<file path="src/hw/rtl/sorted_list_intersection_top_defines.svh">
// Assertion macros shared by the sorted list intersection RTL.
`ifndef SORTED_LIST_INTERSECTION_TOP_DEFINES_SVH
`define SORTED_LIST_INTERSECTION_TOP_DEFINES_SVH
`ifndef SYNTHESIS
// Plain property check.
`define SLI_ASSERT(label, clk, rst_n, prop, msg) \
	label: assert property (@(posedge clk) disable iff (!(rst_n)) (prop)) else $error(msg);
// Same-cycle implication.
`define SLI_ASSERT_IMP(label, clk, rst_n, ante, cons, msg) \
	label: assert property (@(posedge clk) disable iff (!(rst_n)) (ante) |-> (cons)) \
		else $error(msg);
// Next-cycle implication.
`define SLI_ASSERT_NXT(label, clk, rst_n, ante, cons, msg) \
	label: assert property (@(posedge clk) disable iff (!(rst_n)) (ante) |=> (cons)) \
		else $error(msg);
`else
`define SLI_ASSERT(label, clk, rst_n, prop, msg)
`define SLI_ASSERT_IMP(label, clk, rst_n, ante, cons, msg)
`define SLI_ASSERT_NXT(label, clk, rst_n, ante, cons, msg)
`endif
`endif

</file>
<file path="src/hw/rtl/slic_pkg.sv">
// Types and constants of the sorted list intersection block.
package slic_pkg;

	localparam int VAL_W = 32;

	typedef enum logic [1:0] {
		ST_LOAD,
		ST_MERGE,
		ST_FLUSH
	} state_t;

	typedef enum logic {
		KIND_FIRST  = 1'b0,
		KIND_SECOND = 1'b1
	} kind_t;

	typedef struct packed {
		logic                    kind;
		logic signed [VAL_W-1:0] value;
	} in_item_t;

	typedef struct packed {
		logic signed [VAL_W-1:0] common_value;
		logic                    empty_res;
		logic                    last;
	} out_item_t;

	// Control for one row of sorting cells.
	typedef struct packed {
		logic                    ins;
		logic                    shift;
		logic                    clear;
		logic signed [VAL_W-1:0] value;
	} row_ctl_t;

endpackage

</file>
<file path="src/hw/rtl/slic_chan_if.sv">
// Valid/ready channel carrying one payload beat.
interface slic_chan_if #(
	parameter type T = logic
) ();
	logic valid;
	logic ready;
	T     data;

	modport source (output valid, output data, input ready);
	modport sink   (input valid, input data, output ready);
endinterface

</file>
<file path="src/hw/rtl/slic_cell.sv">
// One sorting cell: holds one list element, inserts in order, shifts toward the head.
module slic_cell #(
	parameter int IDX = 0,
	parameter int CW  = 5
) (
	input  logic                                 clk,
	input  slic_pkg::row_ctl_t                   ctl,
	input  logic [CW-1:0]                        cnt,
	input  logic signed [slic_pkg::VAL_W-1:0]    left_val,
	input  logic                                 left_gt,
	input  logic signed [slic_pkg::VAL_W-1:0]    right_val,
	output logic signed [slic_pkg::VAL_W-1:0]    val,
	output logic                                 gt
);

	localparam logic [CW-1:0] IDX_C = CW'(IDX);

	logic signed [slic_pkg::VAL_W-1:0] val_q;
	logic                              take;

	// Occupied cells holding a larger value move right to make room.
	assign gt   = (IDX_C < cnt) && (val_q > ctl.value);
	assign take = gt || (cnt == IDX_C);
	assign val  = val_q;

	always_ff @(posedge clk) begin
		if (ctl.ins && take) begin
			val_q <= left_gt ? left_val : ctl.value;
		end else if (ctl.shift) begin
			val_q <= right_val;
		end
	end

endmodule

</file>
<file path="src/hw/rtl/slic_row.sv">
// Row of sorting cells for one list, with its fill count.
module slic_row #(
	parameter int LIST_LEN = 16,
	parameter int CW       = 5
) (
	input  logic                              clk,
	input  logic                              arst_n,
	input  slic_pkg::row_ctl_t                ctl,
	output logic signed [slic_pkg::VAL_W-1:0] head,
	output logic [CW-1:0]                     count
);

	logic signed [slic_pkg::VAL_W-1:0] vals [LIST_LEN];
	logic                              gts  [LIST_LEN];
	logic [CW-1:0]                     cnt_q;

	for (genvar i = 0; i < LIST_LEN; i++) begin : g_cell
		logic signed [slic_pkg::VAL_W-1:0] lv;
		logic                              lg;
		logic signed [slic_pkg::VAL_W-1:0] rv;

		if (i == 0) begin : g_first
			assign lv = vals[0];
			assign lg = 1'b0;
		end else begin : g_mid
			assign lv = vals[i-1];
			assign lg = gts[i-1];
		end
		if (i == LIST_LEN - 1) begin : g_end
			assign rv = vals[i];
		end else begin : g_inner
			assign rv = vals[i+1];
		end

		slic_cell #(
			.IDX (i),
			.CW  (CW)
		) u_cell (
			.clk       (clk),
			.ctl       (ctl),
			.cnt       (cnt_q),
			.left_val  (lv),
			.left_gt   (lg),
			.right_val (rv),
			.val       (vals[i]),
			.gt        (gts[i])
		);
	end

	always_ff @(posedge clk or negedge arst_n) begin
		if (!arst_n) begin
			cnt_q <= '0;
		end else if (ctl.clear) begin
			cnt_q <= '0;
		end else if (ctl.ins) begin
			cnt_q <= cnt_q + CW'(1);
		end else if (ctl.shift) begin
			cnt_q <= cnt_q - CW'(1);
		end
	end

	assign head  = vals[0];
	assign count = cnt_q;

endmodule

</file>
<file path="src/hw/rtl/sorted_list_intersection_top.sv">
// Sorted list intersection: two rows of insertion-sort cells loaded one value per beat
// (LIST_LEN values per list, values for a full list are taken and dropped). Once both
// lists are full the rows shift their heads against each other, one compare per cycle,
// until a row runs dry; a flush state then loads the final beat. Each distinct common
// value leaves ascending, the final beat marked last, or one empty beat if none match.
// Input is not taken during that merge; output back-pressure stalls it.
`include "sorted_list_intersection_top_defines.svh"

module sorted_list_intersection_top #(
	parameter int LIST_LEN = 16
) (
	input  logic        clk,
	input  logic        arst_n,
	slic_chan_if.sink   items,
	slic_chan_if.source results
);

	localparam int            CW   = $clog2(LIST_LEN + 1);
	localparam logic [CW-1:0] FULL = CW'(LIST_LEN);
	localparam logic [CW-1:0] NEAR = CW'(LIST_LEN - 1);

	slic_pkg::state_t                  state_q, state_nxt;
	slic_pkg::row_ctl_t                ctl_a, ctl_b;
	logic signed [slic_pkg::VAL_W-1:0] head_a, head_b;
	logic [CW-1:0]                     cnt_a, cnt_b;

	logic signed [slic_pkg::VAL_W-1:0] pend_q;
	logic                              have_q;
	slic_pkg::out_item_t               out_q;
	logic                              out_valid_q;

	logic accept, ins_a, ins_b, full_a, full_b, done_load;
	logic slot_free, is_eq, is_lt, is_gt, emit, push, step, merge_done;
	logic load_out, pend_set, pend_clr;
	slic_pkg::out_item_t out_nxt;

	assign full_a    = (cnt_a == FULL);
	assign full_b    = (cnt_b == FULL);
	assign accept    = items.valid && items.ready;
	assign ins_a     = accept && (items.data.kind == slic_pkg::KIND_FIRST) && !full_a;
	assign ins_b     = accept && (items.data.kind == slic_pkg::KIND_SECOND) && !full_b;
	assign done_load = (ins_a || ins_b)
		&& (full_a || (ins_a && cnt_a == NEAR))
		&& (full_b || (ins_b && cnt_b == NEAR));

	assign slot_free  = !out_valid_q || results.ready;
	assign merge_done = (cnt_a == '0) || (cnt_b == '0);
	assign is_eq      = (head_a == head_b);
	assign is_lt      = (head_a < head_b);
	assign is_gt      = (head_a > head_b);
	// Duplicates only ever repeat the most recent match.
	assign emit       = is_eq && (!have_q || pend_q != head_a);
	assign push       = emit && have_q;

	// Next state.
	always_comb begin
		state_nxt = state_q;
		unique case (state_q)
			slic_pkg::ST_LOAD: begin
				if (done_load) state_nxt = slic_pkg::ST_MERGE;
			end
			slic_pkg::ST_MERGE: begin
				if (merge_done) state_nxt = slic_pkg::ST_FLUSH;
			end
			slic_pkg::ST_FLUSH: begin
				if (slot_free) state_nxt = slic_pkg::ST_LOAD;
			end
			default: state_nxt = slic_pkg::ST_LOAD;
		endcase
	end

	// Outputs of the sequencer.
	always_comb begin
		items.ready = 1'b0;
		step        = 1'b0;
		load_out    = 1'b0;
		pend_set    = 1'b0;
		pend_clr    = 1'b0;
		out_nxt     = '0;
		ctl_a       = '0;
		ctl_b       = '0;
		ctl_a.value = items.data.value;
		ctl_b.value = items.data.value;
		unique case (state_q)
			slic_pkg::ST_LOAD: begin
				items.ready = 1'b1;
				ctl_a.ins   = ins_a;
				ctl_b.ins   = ins_b;
			end
			slic_pkg::ST_MERGE: begin
				step        = !merge_done && (!push || slot_free);
				ctl_a.shift = step && (is_lt || is_eq);
				ctl_b.shift = step && (is_gt || is_eq);
				pend_set    = step && emit;
				load_out    = step && push;
				out_nxt.common_value = pend_q;
			end
			slic_pkg::ST_FLUSH: begin
				load_out    = slot_free;
				pend_clr    = slot_free;
				ctl_a.clear = slot_free;
				ctl_b.clear = slot_free;
				out_nxt.common_value = have_q ? pend_q : '0;
				out_nxt.empty_res    = !have_q;
				out_nxt.last         = 1'b1;
			end
			default: begin
				items.ready = 1'b0;
			end
		endcase
	end

	always_ff @(posedge clk or negedge arst_n) begin
		if (!arst_n) begin
			state_q     <= slic_pkg::ST_LOAD;
			have_q      <= 1'b0;
			out_valid_q <= 1'b0;
		end else begin
			state_q <= state_nxt;
			if (pend_set) begin
				have_q <= 1'b1;
			end else if (pend_clr) begin
				have_q <= 1'b0;
			end
			if (load_out) begin
				out_valid_q <= 1'b1;
			end else if (results.ready) begin
				out_valid_q <= 1'b0;
			end
		end
	end

	always_ff @(posedge clk) begin
		if (pend_set) pend_q <= head_a;
		if (load_out) out_q  <= out_nxt;
	end

	slic_row #(
		.LIST_LEN (LIST_LEN),
		.CW       (CW)
	) u_row_a (
		.clk    (clk),
		.arst_n (arst_n),
		.ctl    (ctl_a),
		.head   (head_a),
		.count  (cnt_a)
	);

	slic_row #(
		.LIST_LEN (LIST_LEN),
		.CW       (CW)
	) u_row_b (
		.clk    (clk),
		.arst_n (arst_n),
		.ctl    (ctl_b),
		.head   (head_b),
		.count  (cnt_b)
	);

	assign results.valid = out_valid_q;
	assign results.data  = out_q;

	`SLI_ASSERT_NXT(a_merge_full, clk, arst_n, (state_q == slic_pkg::ST_LOAD && done_load), (cnt_a == FULL && cnt_b == FULL), "merge entered with a list not full")
	`SLI_ASSERT(a_cnt_range, clk, arst_n, (cnt_a <= FULL && cnt_b <= FULL), "list count beyond capacity")
	`SLI_ASSERT_IMP(a_empty_form, clk, arst_n, (out_valid_q && out_q.empty_res), (out_q.last && out_q.common_value == '0), "empty beat malformed")
	`SLI_ASSERT_IMP(a_ascending, clk, arst_n, (state_q == slic_pkg::ST_MERGE && out_valid_q && !out_q.last && have_q), (pend_q > out_q.common_value), "results not ascending")

endmodule

</file>
<file path="src/flat_wrapper.sv">
// flat-port wrapper written by rule: the top's interface ports become plain ports
module sorted_list_intersection_top_flat 
#(
	parameter int LIST_LEN = 16
)
  (clk, arst_n, items_valid, items_data, items_ready, results_valid, results_data, results_ready);
  slic_chan_if #(.T(slic_pkg::in_item_t)) items_i ();
  slic_chan_if #(.T(slic_pkg::out_item_t)) results_i ();
  input  logic clk;
  input  logic arst_n;
  input wire logic [$bits(items_i.valid)-1:0] items_valid;
  input wire logic [$bits(items_i.data)-1:0] items_data;
  output wire logic [$bits(items_i.ready)-1:0] items_ready;
  output wire logic [$bits(results_i.valid)-1:0] results_valid;
  output wire logic [$bits(results_i.data)-1:0] results_data;
  input wire logic [$bits(results_i.ready)-1:0] results_ready;
  assign items_i.valid = items_valid;
  assign items_i.data = items_data;
  assign items_ready = items_i.ready;
  assign results_valid = results_i.valid;
  assign results_data = results_i.data;
  assign results_i.ready = results_ready;
  sorted_list_intersection_top #(.LIST_LEN(LIST_LEN)) u_core (.clk(clk), .arst_n(arst_n), .items(items_i), .results(results_i));
endmodule
</file>
<file path="config.mk">
export PLATFORM = sky130hd
export DESIGN_NAME = sorted_list_intersection_top_flat
export DESIGN_NICKNAME = d
export VERILOG_FILES = /design/src/hw/rtl/slic_pkg.sv /design/src/hw/rtl/slic_chan_if.sv /design/src/hw/rtl/slic_cell.sv /design/src/hw/rtl/slic_row.sv /design/src/hw/rtl/sorted_list_intersection_top.sv /design/src/flat_wrapper.sv
export VERILOG_INCLUDE_DIRS = /design/src /design/src/hw/rtl
export SDC_FILE = /design/constraint.sdc
export NUM_CORES = 2
export LEC_CHECK = 0
export BUFFER_PORTS_ARGS = -buffer_cell sky130_fd_sc_hd__buf_2
export CELL_PAD_IN_SITES_DETAIL_PLACEMENT = 1
export CELL_PAD_IN_SITES_GLOBAL_PLACEMENT = 1
export CORE_MARGIN = 2
export CORE_UTILIZATION = 53
export CTS_CLUSTER_DIAMETER = 150
export DETAILED_ROUTE_END_ITERATION = 10
export PLACE_DENSITY = 0.79
export SYNTH_ARGS = -nofsm -noshare
export SYNTH_HDL_FRONTEND = slang
export SYNTH_SLANG_ARGS = --single-unit
export TNS_END_PERCENT = 30
</file>
<file path="constraint.sdc">
create_clock -name clk -period 6.75 [get_ports clk]
set_input_delay 0.3375 -clock clk [delete_from_list [all_inputs] [get_ports clk]]
set_output_delay 0.3375 -clock clk [all_outputs]
set_load 0.005 [all_outputs]
</file>
==> impl_metrics.ini <==
[synthesis]
synth_area_mm2 = 0.0854
synth.distinct_cells = 84
synth_edf_count = 1090
syn_nets = 8939
yosysTopAreaCell = edfxtp_1
synth-seq-area-share = 0.388
synthCells = 7833
synth_seq_cells = 1104
async_flop_share = 0.0127
ys_top_cells_by_area = edfxtp_1 38%, ha_1 16%, mux2_2 15%
synth_top_area_frac = 0.383
postSynthAreaPerCell_um2 = 10.9
synth_ff_type = edfxtp_1
yosysWarnings = 0

[cts]
cts_hold_buf = 1
cts_resized = 0
clock_path_buffers = 3
cts_made_buffers = 135
root_buffer = clkbuf_16
htree_levels = 4
clk_latency_ns = 0.80
clk_transition_reported_paths_ns = 0.06
cts_tree = yes
clkSinkCount = 1104
cts_setup_buffers = 0

[global_route]
grt_pass1_wl_mm = 480
antenna_found_initial = 7
grt_max_degree = 132
grt_use_total = 0.387
grt_pass1_vias = 73100
overflow = 0

[sta]
rsz0062_at_grt = no
whs_ns = 0.0931
setup_viol = 0
fin_setup_tns_ns = 0
hold_viol = 0
max_freq_mhz = 197
tightest_slew_ns = 1.32
min_period_ns = 5.07
max_slew_margin = 0.107
min_period_over_period = 0.752
skew_ns = 0.0264
slew_violations = 0
final.setup.worst_slack_ns = 1.68

[detailed_routing]
vias_per_cell = 7.13
ant_nets = 0
remaining_drc_errors = 0
drt-total-wl_mm = 323
firstDrtPassIters = 5
dr_total_vias = 71200
drt_iter0_drc = 8161
wire_per_inst_um = 32.3

[place]
gp_congestion = 0.947
dpl.hpwl_mm = 229
portBuffers = 72
pre_cts_ws_ns = 1.65

[pwr]
p_total_w = 0.0287
p_per_area_mw_per_mm2 = 310
power_leakage_nw = 35.5
vdd_drop_max_v = 0.000288

[hold_path]
holdPathEnd = u_core.results.valid$_DFFE_PN0P_
hold_path_depth = 3
min_path_type = in -> reg
min_from = results_ready

[worst_setup_path]
r2r_end = u_core.u_row_b.g_cell[13].u_cell.val[21]$_DFFE_PP_
r2r_start = u_core.u_row_a.g_cell[0].u_cell.val[30]$_DFFE_PP_
reg2reg_depth = 9
cp.required_ns = 7.19
critPathCaptureType = register
arrival_ns = 5.51
r2r_slack_ns = 1.68
startpoint = u_core.u_row_a.g_cell[0].u_cell.val[30]$_DFFE_PP_
crit_type = reg -> reg
startpoint_type = register
critPathMaxFanout = 23

[finish]
fillerInstances = 16700
area_growth_pct = 8.44
nNetsFinal = 8841
seqCellArea_mm2 = 0.0331
fin_util = 0.578
layout_common_cells = 1109 x mux2_2, 1090 x edfxtp_1, 1066 x ha_1
layout_commonest_cell = mux2_2
drive_gt1_frac = 0.219
multi_input_area_mm2 = 0.0499

[status]
status = finished, final reports clean

[floorplan]
start_util = 0.533
die_w_um = 405
die-area_mm2 = 0.164
core_mm2 = 0.160
io_pins = 73
dieHeight_um = 405
std_cell_rows = 147

[flow_run]
max-cap-violations = 0
## how the worst max path moves through the flow
stage | to | slack (ns) | cells after the start
after global routing | u_core.u_row_b.g_cell[13].u_cell.val[20]$_DFFE_PP_ | 1.61 | 9
after floorplan | u_core.results.data[0]$_DFFE_PP_ | 1.95 | 7
after CTS | u_core.u_row_b.g_cell[13].u_cell.val[7]$_DFFE_PP_ | 1.85 | 9
final | u_core.u_row_b.g_cell[13].u_cell.val[21]$_DFFE_PP_ | 1.68 | 9
after detailed placement | u_core.u_row_b.g_cell[8].u_cell.val[20]$_DFFE_PP_ | 1.65 | 14
after global placement | u_core.u_row_b.g_cell[8].u_cell.val[22]$_DFFE_PP_ | 1.68 | 14
## registers in the layout, summed over array words and instances (netlist names)
| signal | flops |
|---|---|
| u_core.state_q | 2 |
| u_core.u_row_b.g_cell.u_cell.val | 512 |
| u_core.u_row_a.count | 5 |
| u_core.results.valid | 1 |
| u_core.results.data | 34 |
| u_core.pend_q | 32 |
| u_core.have_q | 1 |
| u_core.u_row_b.count | 5 |
| u_core.u_row_a.g_cell.u_cell.val | 512 |
## metrics by stage
stage,std cells,area (um2)
after global routing,9986,92600
after detailed placement,9757,88500
after CTS,9986,92600
after global placement,9757,88500
final,9991,92600
after floorplan,7833,85400
## cells in the mapped netlist, types with 61 or more instances
| cell | n |
|---|---|
| mux2_2 | 1109 |
| edfxtp_1 | 1090 |
| ha_1 | 1069 |
| a21oi_1 | 604 |
| nand2_1 | 588 |
| clkbuf_1 | 403 |
| nand3_1 | 284 |
| mux2i_1 | 263 |
| nor3_1 | 257 |
| nand4_1 | 218 |
| a31oi_1 | 190 |
| inv_1 | 163 |
| nor2_1 | 156 |
| o21ai_0 | 139 |
| nand2b_1 | 102 |
| buf_2 | 101 |
| o2111ai_1 | 97 |
| a21o_1 | 84 |
| nand4b_1 | 66 |
| a41oi_1 | 64 |
| a211oi_1 | 61 |
## critical path, cell delays in order (launching register included)
cell,delay (ns)
edfxtp_1,0.64
ha_1,0.46
nand4_1,0.19
nor4_1,0.61
nand3_1,0.46
inv_1,0.12
or4_1,0.30
nand2_1,0.64
nand2_1,0.75
buf_4,0.51
## power breakdown
part           internal, W  switching, W  leakage, nW
Clock              0.00400       0.00311         1.99
Sequential         0.00902       0.00113         10.2
Combinational      0.00452       0.00692         23.3
## final cells by class
class                           count  area share
Antenna cell                        5    0.000135
Multi-Input combinational cell   6024       0.539
Sequential cell                  1104       0.357
Clock inverter                     60     0.00558
Tap cell                         2160      0.0292
Clock buffer                      168      0.0385
Timing Repair Buffer              307      0.0241
Inverter                          163     0.00661
## kinds of logic after synthesis
| group | after synthesis | share of synthesized area |
|---|---|---|
| compound gates | 1523 | 0.115 |
| xor+xnor | 39 | 0.00400 |
| fa+ha+maj | 1069 | 0.157 |
| buf+inv | 705 | 0.0336 |
| flops | 1104 | 0.388 |
| mux | 1422 | 0.184 |
| simple gates | 1971 | 0.120 |
## per-layer routing
layer / wire length [um] / global-route usage
met2: 138000 / 0.573
met1: 132000 / 0.524
met4: 21400 / 0.231
met3: 31900 / 0.0738
met5: 11 / 0
No activity file was read; power rests on OpenSTA's default activity.
